File: src/sv/u16u8_pkg.sv
// Shared types and constants for the UTF-16BE to UTF-8 stream unit.
package u16u8_pkg;

   localparam int UnitWidth   = 16;
   localparam int BudgetWidth = 8;
   localparam int MaxBytes    = 3;

   localparam logic [BudgetWidth-1:0] BudgetReset = 8'd255;

   localparam logic [7:0] LeadTwo   = 8'hC0;
   localparam logic [7:0] LeadThree = 8'hE0;
   localparam logic [7:0] ContMark  = 8'h80;
   localparam logic [5:0] ContMask  = 6'h3F;

   // Name status carried on every result beat.
   typedef enum logic [1:0] {
      ST_CONV   = 2'd0,
      ST_ZERO   = 2'd1,
      ST_BUDGET = 2'd2
   } status_type;

   // One converted unit as handed from the core to the output sequencer.
   typedef struct packed {
      logic [8*MaxBytes-1:0] bytes;      // first byte in the low bits
      logic [1:0]            count;      // beats to send, 1 to 3
      logic                  byte_valid;
      status_type            status;
   } result_type;

endpackage

File: src/sv/u16u8_core.sv
// Budget and status state plus the UTF-8 encoding of one code unit.
module u16u8_core
   import u16u8_pkg::*;
(
   input  logic                   clock,
   input  logic                   reset,
   input  logic                   csr_write,
   input  logic [BudgetWidth-1:0] csr_value,
   input  logic                   take,
   input  logic [UnitWidth-1:0]   code_unit,
   input  logic                   last_unit,
   output result_type             res
);

   logic [BudgetWidth-1:0] max_ff, max_in;
   logic [BudgetWidth-1:0] budget_ff, budget_in, budget_upd;
   status_type             ended_ff, ended_in, ended_eff, ended_upd;
   logic [8*MaxBytes-1:0]  enc_bytes;
   logic [1:0]             enc_count;
   logic                   over;

   // Encoding of the unit on its own; surrogates are not paired.
   always_comb begin
      if (code_unit < 16'h0080) begin
         enc_bytes = {16'h0000, code_unit[7:0]};
         enc_count = 2'd1;
      end else if (code_unit < 16'h0800) begin
         enc_bytes = {8'h00, ContMark | {2'b00, code_unit[5:0] & ContMask},
                      LeadTwo | {3'b000, code_unit[10:6]}};
         enc_count = 2'd2;
      end else begin
         enc_bytes = {ContMark | {2'b00, code_unit[5:0]},
                      ContMark | {2'b00, code_unit[11:6]},
                      LeadThree | {4'h0, code_unit[15:12]}};
         enc_count = 2'd3;
      end
      over = {{(BudgetWidth-2){1'b0}}, enc_count} > budget_ff;
   end

   always_comb begin
      ended_eff = ended_ff;
      if (ended_ff == ST_CONV && budget_ff == '0) begin
         ended_eff = ST_BUDGET;
      end

      res.bytes      = '0;
      res.count      = 2'd1;
      res.byte_valid = 1'b0;
      res.status     = ended_eff;
      budget_upd     = budget_ff;
      ended_upd      = ended_eff;

      if (ended_eff != ST_CONV) begin
         // Name already over: one empty beat with the stored status.
      end else if (code_unit == '0) begin
         ended_upd  = ST_ZERO;
         res.status = ST_ZERO;
      end else if (over) begin
         // The character is dropped but still costs one unit.
         budget_upd = budget_ff - 8'd1;
         ended_upd  = (budget_upd == '0) ? ST_BUDGET : ST_CONV;
         res.status = ended_upd;
      end else begin
         budget_upd     = budget_ff - {{(BudgetWidth-2){1'b0}}, enc_count};
         ended_upd      = (budget_upd == '0) ? ST_BUDGET : ST_CONV;
         res.status     = ended_upd;
         res.bytes      = enc_bytes;
         res.count      = enc_count;
         res.byte_valid = 1'b1;
      end

      max_in    = max_ff;
      budget_in = budget_ff;
      ended_in  = ended_ff;
      if (csr_write) begin
         max_in    = csr_value;
         budget_in = csr_value;
      end else if (take) begin
         if (last_unit) begin
            budget_in = max_ff;
            ended_in  = ST_CONV;
         end else begin
            budget_in = budget_upd;
            ended_in  = ended_upd;
         end
      end
   end

   always_ff @(posedge clock) begin
      if (reset) begin
         max_ff    <= BudgetReset;
         budget_ff <= BudgetReset;
         ended_ff  <= ST_CONV;
      end else begin
         max_ff    <= max_in;
         budget_ff <= budget_in;
         ended_ff  <= ended_in;
      end
   end

endmodule

File: src/sv/u16u8_emit.sv
// Result register and byte sequencer that sends one beat per cycle while rsp_tready is high.
module u16u8_emit
   import u16u8_pkg::*;
(
   input  logic       clock,
   input  logic       reset,
   input  logic       load,
   input  result_type res,
   output logic       load_ok,
   output logic       rsp_tvalid,
   input  logic       rsp_tready,
   output logic [7:0] rsp_tdata,   // out_byte
   output logic [2:0] rsp_tuser,   // byte_valid, end_status[1:0]
   output logic       rsp_tlast    // last_of_run
);

   logic                  busy_ff, busy_in;
   logic [1:0]            rem_ff, rem_in;
   logic [8*MaxBytes-1:0] data_ff, data_in;
   logic                  flag_ff, flag_in;
   status_type            status_ff, status_in;

   // A new unit may load while the final beat of the previous one leaves.
   assign load_ok = !busy_ff || (rsp_tready && rem_ff == 2'd1);

   always_comb begin
      busy_in   = busy_ff;
      rem_in    = rem_ff;
      data_in   = data_ff;
      flag_in   = flag_ff;
      status_in = status_ff;
      if (load) begin
         busy_in   = 1'b1;
         rem_in    = res.count;
         data_in   = res.bytes;
         flag_in   = res.byte_valid;
         status_in = res.status;
      end else if (busy_ff && rsp_tready) begin
         busy_in = (rem_ff != 2'd1);
         rem_in  = rem_ff - 2'd1;
         data_in = {8'h00, data_ff[8*MaxBytes-1:8]};
      end
   end

   always_ff @(posedge clock) begin
      if (reset) begin
         busy_ff <= 1'b0;
         rem_ff  <= 2'd0;
      end else begin
         busy_ff <= busy_in;
         rem_ff  <= rem_in;
      end
   end

   always_ff @(posedge clock) begin
      data_ff   <= data_in;
      flag_ff   <= flag_in;
      status_ff <= status_in;
   end

   assign rsp_tvalid = busy_ff;
   assign rsp_tdata  = data_ff[7:0];
   assign rsp_tuser  = {status_ff, flag_ff};
   assign rsp_tlast  = (rem_ff == 2'd1);

endmodule

File: src/sv/utf16be_to_utf8_stream_unit.sv
// Top level: UTF-16BE code units in, UTF-8 bytes out under a per-name byte budget.
// The first result beat of a unit is valid in the cycle after its input beat.
// One result beat per cycle while rsp_tready is high; a unit sends one to three beats,
// set by its UTF-8 length, through the single result register.
// Reset (synchronous, active high) sets the budget register to 255, reloads the
// budget, clears the name status and empties the output register.
module utf16be_to_utf8_stream_unit
   import u16u8_pkg::*;
(
   input  logic        clock,
   input  logic        reset,
   input  logic        csr_valid,
   output logic        csr_ready,
   input  logic [7:0]  csr_data,    // max_out_bytes
   input  logic        req_tvalid,
   output logic        req_tready,
   input  logic [15:0] req_tdata,   // code_unit
   input  logic        req_tlast,   // last_unit
   output logic        rsp_tvalid,
   input  logic        rsp_tready,
   output logic [7:0]  rsp_tdata,   // out_byte
   output logic [2:0]  rsp_tuser,   // byte_valid, end_status[1:0]
   output logic        rsp_tlast    // last_of_run
);

   result_type res;
   logic       load_ok;
   logic       take;

   assign csr_ready  = 1'b1;
   assign req_tready = load_ok;
   assign take       = req_tvalid && load_ok;

   u16u8_core u_core (
      .clock     (clock),
      .reset     (reset),
      .csr_write (csr_valid),
      .csr_value (csr_data),
      .take      (take),
      .code_unit (req_tdata),
      .last_unit (req_tlast),
      .res       (res)
   );

   u16u8_emit u_emit (
      .clock      (clock),
      .reset      (reset),
      .load       (take),
      .res        (res),
      .load_ok    (load_ok),
      .rsp_tvalid (rsp_tvalid),
      .rsp_tready (rsp_tready),
      .rsp_tdata  (rsp_tdata),
      .rsp_tuser  (rsp_tuser),
      .rsp_tlast  (rsp_tlast)
   );

`ifndef ASSERT_OFF
   // An accepted unit always shows a result beat in the next cycle.
   a_accept_result: assert property (@(posedge clock) disable iff (reset)
      (req_tvalid && req_tready) |=> rsp_tvalid)
      else $error("accepted unit produced no result beat");

   // An empty result is always a single, final beat.
   a_empty_last: assert property (@(posedge clock) disable iff (reset)
      (rsp_tvalid && !rsp_tuser[0]) |-> rsp_tlast)
      else $error("empty result beat not marked last");

   // Any byte that is not the last of its character is a lead or continuation byte.
   a_multibyte: assert property (@(posedge clock) disable iff (reset)
      (rsp_tvalid && rsp_tuser[0] && !rsp_tlast) |-> rsp_tdata[7])
      else $error("non-final byte of a character lacks the high bit");

   // The status stays the same on all beats of one unit.
   a_status_run: assert property (@(posedge clock) disable iff (reset)
      (rsp_tvalid && rsp_tready && !rsp_tlast) |=> (rsp_tuser[2:1] == $past(rsp_tuser[2:1])))
      else $error("status changed within one unit's beats");
`endif

endmodule
File: config.mk
export PLATFORM = sky130hd
export DESIGN_NAME = utf16be_to_utf8_stream_unit
export DESIGN_NICKNAME = d
export VERILOG_FILES = /design/src/sv/u16u8_pkg.sv /design/src/sv/u16u8_core.sv /design/src/sv/u16u8_emit.sv /design/src/sv/utf16be_to_utf8_stream_unit.sv
export SDC_FILE = /design/constraint.sdc
export NUM_CORES = 1
export LEC_CHECK = 0
export BUFFER_PORTS_ARGS = -buffer_cell sky130_fd_sc_hd__clkbuf_2
export CAP_MARGIN = 20
export CORE_MARGIN = 4
export CORE_UTILIZATION = 51
export DETAILED_ROUTE_END_ITERATION = 10
export GPL_TIMING_DRIVEN = 0
export PLACE_DENSITY = 0.73
export SLEW_MARGIN = 25
export SYNTH_ARGS = -nofsm -noshare
export SYNTH_HDL_FRONTEND = slang
export SYNTH_HIERARCHICAL = 1
export SYNTH_SLANG_ARGS = --single-unit
File: constraint.sdc
create_clock -name clock -period 3.45 [get_ports clock]
set_clock_uncertainty 0.2 [all_clocks]
set_input_delay 0.345 -clock clock [delete_from_list [all_inputs] [get_ports clock]]
set_output_delay 0.345 -clock clock [all_outputs]
set_load 0.005 [all_outputs]
==> impl_results.md, run 1 <==
* IO buf count at 42
* Global-route wire length before repair at 10.4 mm
* Final critical-path required period at 3.30 ns
* Num ports at 45
* Pwr/cell area at 384 nW/µm²
* Clk slew on worst S/H paths at 0.09 ns
* Final nets at 384
* Multi-input logic area at 1480 µm²
* Post-CTS Setup Inserts at 0
* Placed cells at 413
* GR Util All Layers at 0.182
* GR Layer Usage met1 at 0.246
* Most common cell after layout, fill and taps aside: clkbuf_2
* Worst hold endpoint: u_core/max_ff[6]
* Area post-placement at 3190 µm²
* Worst hold path cell count at 2
* Non-Filler Instances at 421
* Max clock buf depth at 2
* Grt peak-use layer: met2
* Met2 Resource Use GR at 0.286
* CP Class: input pin to register
* Layout fillers at 479
* P_leak at 0.00136 µW
* Starting density of the core at 0.524
* Final wirelength at 6.08 mm
* Crit-path max FO at 10
* Initial antenna violation count at 0
* Max Slew Vio Count at 0
* Fmax at 303 MHz
* Clk root buf: clkbuf_8
* Clock sink count at 48
* Final period util at 0.956
* Number of max-cap violations at 0
* Gate Count Post-Synth at 298
* H-tree depth at 2
* Data required time of the worst path at 3.43 ns
* Clock latency at the later pin of the worst-skew pair at 0.30 ns
* Via Count at 2306
* Post-synth EDFFs at 27
* DR iter-0 viols at 112
* Min-delay src: csr_data[6]
* Worst R2R End: u_emit/data_ff[15]
* Vias per cell at 5.48
* Cells on worst reg2reg path at 8
* Core Rows at 27
* Die height at 83.2 µm
* Final core utilization at 0.606
* Die width at 83.2 µm
* Register area share after synthesis at 0.427
* FF-to-FF Start: u_core/budget_ff[4]
* WL/cell at 14.4 µm
* Final hold slack at 0.0604 ns
* Unrepaired setup endpoints after global routing: no
* Worst slew margin at 0.474
* Register area at 1230 µm²
* CTS tree: done
* Power Total at 1280 µW
* Core ar. at 5510 µm²
* Most frequent cells in the layout: clkbuf_2 (42), nor2_1 (28), edfxtp_1 (27)
* Yosys warns at 6
* Vias in the first global route at 2285
* Async S/R FF share, synth at 0
* # DRC at 0
* Worst R2R Setup Slack at 0.40 ns
* Status: complete, no violations
* Routed Antenna Nets at 0
* Crit path launch type: input pin
* Finished Cell Area at 3340 µm²
* Post-CTS Hold Buffers at 0
* DRT Pass-1 Iters at 4
* Area of the die at 6920 µm²
* Met3 Track Usage GR at 0.0377
* Slew @ Worst Pin at 0.781 ns
* Antenna cells at 0
* Largest net degree at the start of global routing at 25
* Most used DFF post-synth: edfxtp_1
* Setup-failing EPs final at 0
* Routability cong. at 0.864
* Unique cell type count in the Yosys netlist at 52
* Synthesized cell area at 2880 µm²
* Layout area overhead at 15.7%
* Dpl hpwl at 4.49 mm
* Layout cell share with drive strength beyond 1 at 0.304
* Peak supply drop at 0.000223 V
* Synthesized area per cell at 9.68 µm²
* Worst min-delay path class: input pin to register
* Num CTS Buffers at 5
* Final hold vios at 0
* Arrival time worst endpoint at 3.28 ns
* Remaining Overflow, GRT at 0
* CP Capture Type: register
* Synth Register Bits at 48
-- layout make-up --
type                       instances  area share
clock buffer                       5      0.0206
tap                               72      0.0270
timing repair buffer              42      0.0630
multi-input combinational        209       0.443
sequential                        48       0.369
inverter                          15      0.0169
buffer                            27      0.0551
clock inverter                     3     0.00563
-- synth_stat cells, types with 3 or more instances --
| master | number | area, µm² |
|---|---|---|
| a21o_1 | 3 | 22.5 |
| a21oi_1 | 16 | 80.1 |
| a221o_1 | 3 | 30.0 |
| a22oi_1 | 4 | 30.0 |
| a311o_1 | 3 | 30.0 |
| a31oi_1 | 6 | 37.5 |
| and2_1 | 16 | 100 |
| buf_2 | 3 | 15.0 |
| buf_4 | 13 | 97.6 |
| buf_6 | 4 | 45.0 |
| clkbuf_1 | 7 | 26.3 |
| dfxtp_1 | 21 | 420 |
| edfxtp_1 | 27 | 811 |
| ha_1 | 5 | 62.6 |
| inv_1 | 14 | 52.6 |
| mux2_2 | 17 | 191 |
| nand2_1 | 13 | 48.8 |
| nand2b_1 | 3 | 18.8 |
| nand3_1 | 3 | 15.0 |
| nor2_1 | 29 | 109 |
| nor2b_1 | 13 | 81.3 |
| nor3_1 | 9 | 45.0 |
| nor4_1 | 5 | 31.3 |
| o21ai_0 | 13 | 65.1 |
| or2_2 | 4 | 25.0 |
| or4_1 | 6 | 45.0 |
| xnor2_1 | 4 | 35.0 |
-- critical path: stages --
cell      delay (ns)
clkbuf_2        0.10
or4_4           0.59
nor3_4          0.24
inv_1           0.07
ha_1            0.20
fa_1            0.49
nor3b_2         0.23
nand2_1         0.16
nand2_1         0.19
buf_2           0.25
nor2_1          0.15
buf_4           0.12
mux2_2          0.13
-- registers in the layout, indices dropped and copies added, names as in the netlist --
| name | count |
|---|---|
| u_core/budget_ff | 8 |
| u_core/ended_ff | 2 |
| u_core/max_ff | 8 |
| u_emit/data_ff | 24 |
| u_emit/flag_ff | 1 |
| u_emit/rem_ff | 2 |
| u_emit/rsp_tvalid | 1 |
| u_emit/status_ff | 2 |
-- metal layers --
metal | wire length, µm | up-vias
met3 | 296 | 12
met4 | 111 | 0
met2 | 2800 | 60
met5 | 0 | -
li1 | - | 1164
met1 | 2870 | 1070
-- repair_timing --
item                                    CTS  global route
endpoints found under the setup margin   18            16
pin swaps                                 0             1
resized for setup                         6             4
hold endpoints to repair                  0             0
-- worst max-delay path by stage --
stage	endpoint	cells after the start	startpoint	slack [ns]
2_1_floorplan	u_emit/data_ff[16]	10	req_tdata[14]	0.05
3_3_place_gp	u_emit/data_ff[17]	10	req_tdata[14]	-0.74
3_5_place_dp	u_emit/data_ff[17]	10	req_tdata[14]	-0.74
4_1_cts	u_emit/rem_ff[1]	12	req_tdata[14]	0.02
5_1_grt	u_emit/rem_ff[1]	13	req_tdata[14]	0.005
6_report	u_emit/data_ff[15]	13	req_tdata[14]	0.15
-- logic make-up after synthesis --
family	count (synthesis)	share of synthesized area
mux	19	0.0751
compound gates	68	0.165
flops	48	0.427
simple gates	109	0.207
other cells	2	0.00260
xor+xnor	4	0.0121
fa+ha+maj	6	0.0286
buf+inv	42	0.0833
-- where the power goes --
part           switching, µW  internal, µW
logic                    131           130
registers               25.7           668
clock network            187           141
-- stage by stage --
step	TNS, ns	setup slack [ns]
floorplan	0	0.0455
global placement	-10.67	-0.738
detailed placement	-11.69	-0.735
CTS	0	0.0170
global route	0	0.00464
finish	0	0.152
Power figures use the tool's default switching activity.
==> run 2: changes to the inputs <==
- CORE_UTILIZATION: 51 -> 40
- PLACE_DENSITY: 0.73 -> 0.59
==> impl_results.md, run 2 (synthesized netlist as in run 1, its figures left out) <==
* Status: complete, no violations (unchanged)
* Largest net degree at the start of global routing at 25 (unchanged)
* Die height at 92.9 µm (was 83.2 µm)
* Post-CTS Hold Buffers at 0 (unchanged)
* Final hold vios at 0 (unchanged)
* Top reg by flops: u_emit/data_ff (unchanged)
* Crit path launch type: input pin (unchanged)
* Slowest-stage cell, CP: or4_4 (unchanged)
* Most common cell after layout, fill and taps aside: clkbuf_2 (unchanged)
* Pwr/cell area at 403 nW/µm² (was 384 nW/µm²)
* DRT Pass-1 Iters at 4 (unchanged)
* DP Worst Slack at -0.580 ns (was -0.735 ns)
* Max clock buf depth at 2 (unchanged)
* Fmax at 313 MHz (was 303 MHz)
* WL/cell at 14.4 µm (about the same)
* Antenna cells at 0 (unchanged)
* Layout area overhead at 17.6% (was 15.7%)
* Vias in the first global route at 2148 (was 2285)
* IO buf count at 42 (unchanged)
* Clk root buf: clkbuf_8 (unchanged)
* Crit-path max FO at 10 (unchanged)
* Starting density of the core at 0.418 (was 0.524)
* GR Util All Layers at 0.154 (was 0.182)
* Number of flip-flops in the largest register at 24 (unchanged)
* Biggest regs: u_emit/data_ff (24), u_core/budget_ff (8), u_core/max_ff (8) (unchanged)
* Final period util at 0.926 (was 0.956)
* Remaining Overflow, GRT at 0 (unchanged)
* Initial antenna violation count at 0 (unchanged)
* Final nets at 384 (unchanged)
* Max incr delay on CP at 0.60 ns (was 0.59 ns)
* DR iter-0 viols at 126 (was 112)
* Layout cell share with drive strength beyond 1 at 0.304 (unchanged)
* CP Capture Type: register (unchanged)
* Dpl hpwl at 4.73 mm (was 4.49 mm)
* H-tree depth at 2 (unchanged)
* CP Class: input pin to register (unchanged)
* Setup WS post-layout at 0.254 ns (was 0.152 ns)
* Final critical-path required period at 3.20 ns (was 3.30 ns)
* Data required time of the worst path at 3.48 ns (was 3.43 ns)
* Most frequent cells in the layout: clkbuf_2 (42), nor2_1 (28), edfxtp_1 (27) (unchanged)
* Worst min-delay path class: input pin to register (unchanged)
* Die width at 92.9 µm (was 83.2 µm)
* Clock sink count at 48 (unchanged)
* Placed cells at 437 (was 413)
* Final wirelength at 6.43 mm (was 6.08 mm)
* Core ar. at 6910 µm² (was 5510 µm²)
* Area of the die at 8630 µm² (was 6920 µm²)
* Num ports at 45 (unchanged)
* Arrival time worst endpoint at 3.23 ns (was 3.28 ns)
* Worst slew margin at 0.457 (was 0.474)
* Number of max-cap violations at 0 (unchanged)
* Most used cell, CP: nand2_1 (unchanged)
* Crit path buffers/inverters at 3 (was 4)
* Max Slew Vio Count at 0 (unchanged)
* Cells along the critical path: clkbuf_2, or4_4, nor3_4, inv_1, ha_1, fa_2, nor3b_2, nand2_1, nand2_1, buf_2, nor2_1, nor2b_1, a311oi_1 (was clkbuf_2, or4_4, nor3_4, inv_1, ha_1, fa_1, nor3b_2, nand2_1, nand2_1, buf_2, nor2_1, buf_4, mux2_2)
* Core Rows at 30 (was 27)
* Clock latency at the later pin of the worst-skew pair at 0.31 ns (was 0.30 ns)
* CP top delay family: simple AND/OR/NAND/NOR gates (unchanged)
* Clk slew on worst S/H paths at 0.09 ns (about the same)
* CTS tree: done (unchanged)
* Unrepaired setup endpoints after global routing: no (unchanged)
* # DRC at 0 (unchanged)
* Num CTS Buffers at 5 (unchanged)
* Slew @ Worst Pin at 0.807 ns (was 0.781 ns)
* Routed Antenna Nets at 0 (unchanged)
* Setup-failing EPs final at 0 (unchanged)
* P_leak at 0.00138 µW (was 0.00136 µW)
* Final core utilization at 0.491 (was 0.606)
* Via Count at 2333 (was 2306)
* Global-route wire length before repair at 10.7 mm (was 10.4 mm)
* Peak supply drop at 0.000159 V (was 0.000223 V)
* Vias per cell at 5.24 (was 5.48)
* Routability cong. at 0.851 (was 0.864)
* Non-Filler Instances at 445 (was 421)
==> run 2: stage by stage <==
stage / hold WS (ns) / instance area (µm²) / total power, µW / setup TNS [ns]
after floorplan: 0.214 / 2890 / 880 / 0
after global placement: 0.242 / 3220 / 958 / -14.33
after detailed placement: 0.247 / 3220 / 964 / -11.39
after CTS: 0.0509 / 3360 / 1370 / 0
after global routing: 0.0637 / 3390 / 1430 / 0
final: 0.0552 / 3390 / 1370 / 0
==> run 2: where the power goes <==
group	total (µW)	switching [µW]	internal, µW
logic	264	134	131
registers	692	24.5	667
clock network	412	197	215
==> run 2: area by class of cell <==
cell class | instances | area, µm²
inverters | 15 | 56.3
repair buffers | 42 | 210
clock inverters | 3 | 42.5
fillers | 698 | 3510
well taps | 96 | 120
multi-input cells | 209 | 1480
clock buffers | 5 | 68.8
plain buffers | 27 | 184
flip-flops and latches | 48 | 1230
==> run 2: worst register-to-register path, cell delays in order, from the launching register on <==
cell and delay [ns]:
dfxtp_1 0.36, nor4_1 0.73, and3_1 0.43, nor4_1 0.11, nand2_1 0.23, buf_2 0.28, nor2_1 0.08, buf_4 0.13
mux2_2 0.25
==> run 2: per-layer routing <==
metal  GRT usage  share of wire  vias up
met3      0.0301          0.047        6
met5           0              0        -
met1       0.225           0.50     1097
met4      0.0476          0.013        0
li1            -              -     1172
met2       0.228           0.44       58
==> run 2: path summary, 6_finish.rpt <==
check | start | end | slack (ns) | cells after the start
setup / recovery | req_tdata[14] | u_emit/rem_ff[1] | 0.25 | 13
hold / removal | reset | u_emit/rem_ff[1] | 0.06 | 2
setup reg to reg | u_core/budget_ff[7] | u_emit/data_ff[15] | 0.42 | 8
hold reg to reg | u_core/max_ff[2] | u_core/max_ff[2] | 0.26 | 2
==> run 2: repair_timing <==
item	CTS	global route
resized for setup	5	5
pin swaps	0	0
endpoints found under the setup margin	19	12
setup buffers	0	0
==> run 3: changes to the inputs <==
- CORE_UTILIZATION: 40 -> 30
- PLACE_DENSITY: 0.59 -> 0.46
==> impl_results.md, run 3 (synthesized netlist as in run 1, its figures left out) <==
* Fmax at 315 MHz (was 313 MHz)
* Peak supply drop at 0.000171 V (was 0.000159 V)
* P_int at 1010 µW (about the same)
* Vias in the first global route at 2321 (was 2148)
* Vias per cell at 4.83 (was 5.24)
* Biggest regs: u_emit/data_ff (24), u_core/budget_ff (8), u_core/max_ff (8) (unchanged)
* Routability cong. at 0.820 (was 0.851)
* Crit-path max FO at 10 (unchanged)
* Clock latency at the later pin of the worst-skew pair at 0.30 ns (was 0.31 ns)
* CP Capture Type: register (unchanged)
* IO buf count at 42 (unchanged)
* Worst slew margin at 0.432 (was 0.457)
* Most frequent cells in the layout: clkbuf_2 (42), nor2_1 (28), edfxtp_1 (27) (unchanged)
* Clk network pwr share at 0.304 (was 0.301)
* # DRC at 0 (unchanged)
* Slowest-stage cell, CP: or4_4 (unchanged)
* Clock sink count at 48 (unchanged)
* Data required time of the worst path at 3.43 ns (was 3.48 ns)
* Core ar. at 9280 µm² (was 6910 µm²)
* Crit path launch type: input pin (unchanged)
* Largest net degree at the start of global routing at 25 (unchanged)
* Flop pwr share at 0.504 (was 0.506)
* Final wirelength at 6.94 mm (was 6.43 mm)
* Initial antenna violation count at 0 (unchanged)
* Worst min-delay path class: input pin to register (unchanged)
* Cells along the critical path: clkbuf_2, or4_4, nor3_4, inv_1, ha_1, fa_2, nor3b_2, nand2_1, nand2_1, buf_2, nor2_1, buf_4, mux2_2 (was clkbuf_2, or4_4, nor3_4, inv_1, ha_1, fa_2, nor3b_2, nand2_1, nand2_1, buf_2, nor2_1, nor2b_1, a311oi_1)
* DRT Pass-1 Iters at 4 (unchanged)
* Switching part of the total at 0.264 (was 0.260)
* DR iter-0 viols at 131 (was 126)
* Post-CTS Setup Inserts at 0 (unchanged)
* Die height at 106 µm (was 92.9 µm)
* Via Count at 2311 (was 2333)
* Max incr delay on CP at 0.59 ns (was 0.60 ns)
* P_leak at 0.00138 µW (about the same)
* Finished Cell Area at 3440 µm² (was 3390 µm²)
* Global-route wire length before repair at 11.7 mm (was 10.7 mm)
* Layout area overhead at 19.3% (was 17.6%)
* Die width at 106 µm (was 92.9 µm)
* Core Rows at 35 (was 30)
* Remaining Overflow, GRT at 0 (unchanged)
* Pwr/cell area at 400 nW/µm² (was 403 nW/µm²)
* Psw at 363 µW (was 355 µW)
* Dpl hpwl at 5.11 mm (was 4.73 mm)
* Most used cell, CP: nand2_1 (unchanged)
* Antenna cells at 0 (unchanged)
* Top reg by flops: u_emit/data_ff (unchanged)
* CP top delay family: simple AND/OR/NAND/NOR gates (unchanged)
* Routed Antenna Nets at 0 (unchanged)
* GR Util All Layers at 0.128 (was 0.154)
* CP Class: input pin to register (unchanged)
* Final critical-path required period at 3.17 ns (was 3.20 ns)
* Layout cell share with drive strength beyond 1 at 0.309 (was 0.304)
* Clk root buf: clkbuf_8 (unchanged)
* Final hold vios at 0 (unchanged)
* Max Slew Vio Count at 0 (unchanged)
* Area post-placement at 3270 µm² (was 3220 µm²)
* Clk slew on worst S/H paths at 0.09 ns (about the same)
* Area of the die at 11200 µm² (was 8630 µm²)
* Combinational share of power at 0.193 (about the same)
* Max clock buf depth at 2 (unchanged)
* WL/cell at 14.5 µm (was 14.4 µm)
* Final nets at 384 (unchanged)
* Num CTS Buffers at 5 (unchanged)
* Setup-failing EPs final at 0 (unchanged)
* CTS tree: done (unchanged)
* Final TNS setup at 0 ns (unchanged)
* Most common cell after layout, fill and taps aside: clkbuf_2 (unchanged)
* Num ports at 45 (unchanged)
* Slew @ Worst Pin at 0.844 ns (was 0.807 ns)
* Number of max-cap violations at 0 (unchanged)
* H-tree depth at 2 (unchanged)
* Crit path buffers/inverters at 4 (was 3)
* Unrepaired setup endpoints after global routing: no (unchanged)
* Power Total at 1380 µW (was 1370 µW)
* Number of flip-flops in the largest register at 24 (unchanged)
* Starting density of the core at 0.311 (was 0.418)
* Final period util at 0.919 (was 0.926)
* Status: complete, no violations (unchanged)
* Arrival time worst endpoint at 3.15 ns (was 3.23 ns)
run 3: cell types whose count changed in the layout (fill, tap and decap cells not counted), sizes merged:
cell,before,now
clkinvlp,0,1
clkinv,2,1
run 3: timing repair:
action                                  4_1_cts  5_1_grt
endpoints found under the setup margin       20       13
hold buffers                                  0        0
resized for setup                             7        4
run 3: area by class of cell:
type	instances	area (µm²)
inverter	15	56.3
clock inverter	3	42.5
multi-input combinational	209	1490
tap	129	161
buffer	27	184
fill	970	5840
sequential	48	1230
clock buffer	5	68.8
timing repair buffer	42	210
run 3: power by group through the flow:
stage | sequential (µW) | combinational, µW | clock, µW
after floorplan | 699 | 181 | 0
after global placement | 705 | 260 | 0
after detailed placement | 705 | 262 | 0
after CTS | 693 | 266 | 437
after global routing | 699 | 298 | 459
final | 693 | 265 | 418
run 3: through the flow:
step	cells	worst slack, ns	hold slack, ns	util
4_1_cts	478	0.0220	0.0431	0.369
3_3_place_gp	470	-1.13	0.240	0.351
2_1_floorplan	299	0.0455	0.214	-
6_report	478	0.279	0.0548	0.371
3_5_place_dp	470	-0.650	0.255	0.352
5_1_grt	478	0.0851	0.0511	0.371
run 3: final timing paths:
path                            start            endpoint  slack [ns]  depth (start not counted)
setup / recovery        req_tdata[14]  u_emit/data_ff[15]        0.28                         13
hold / removal                  reset    u_emit/rem_ff[0]        0.05                          2
setup reg to reg  u_core/budget_ff[4]  u_emit/data_ff[15]        0.38                          8
hold reg to reg      u_core/max_ff[4]    u_core/max_ff[4]        0.27                          2
run 3: worst register-to-register path, stage by stage (launching register included):
cell     delay [ns]
dfxtp_1        0.39
nor4_1         0.76
and3_1         0.43
nor4_1         0.12
nand2_1        0.20
buf_2          0.27
nor2_1         0.08
buf_4          0.14
mux2_2         0.25
run 3: per-layer routing:
metal	GRT usage	vias up	wire length, µm
met3	0.0225	6	380
met2	0.198	62	3100
met1	0.183	1074	3380
met5	0	-	0
li1	-	1169	-
met4	0.0352	0	76
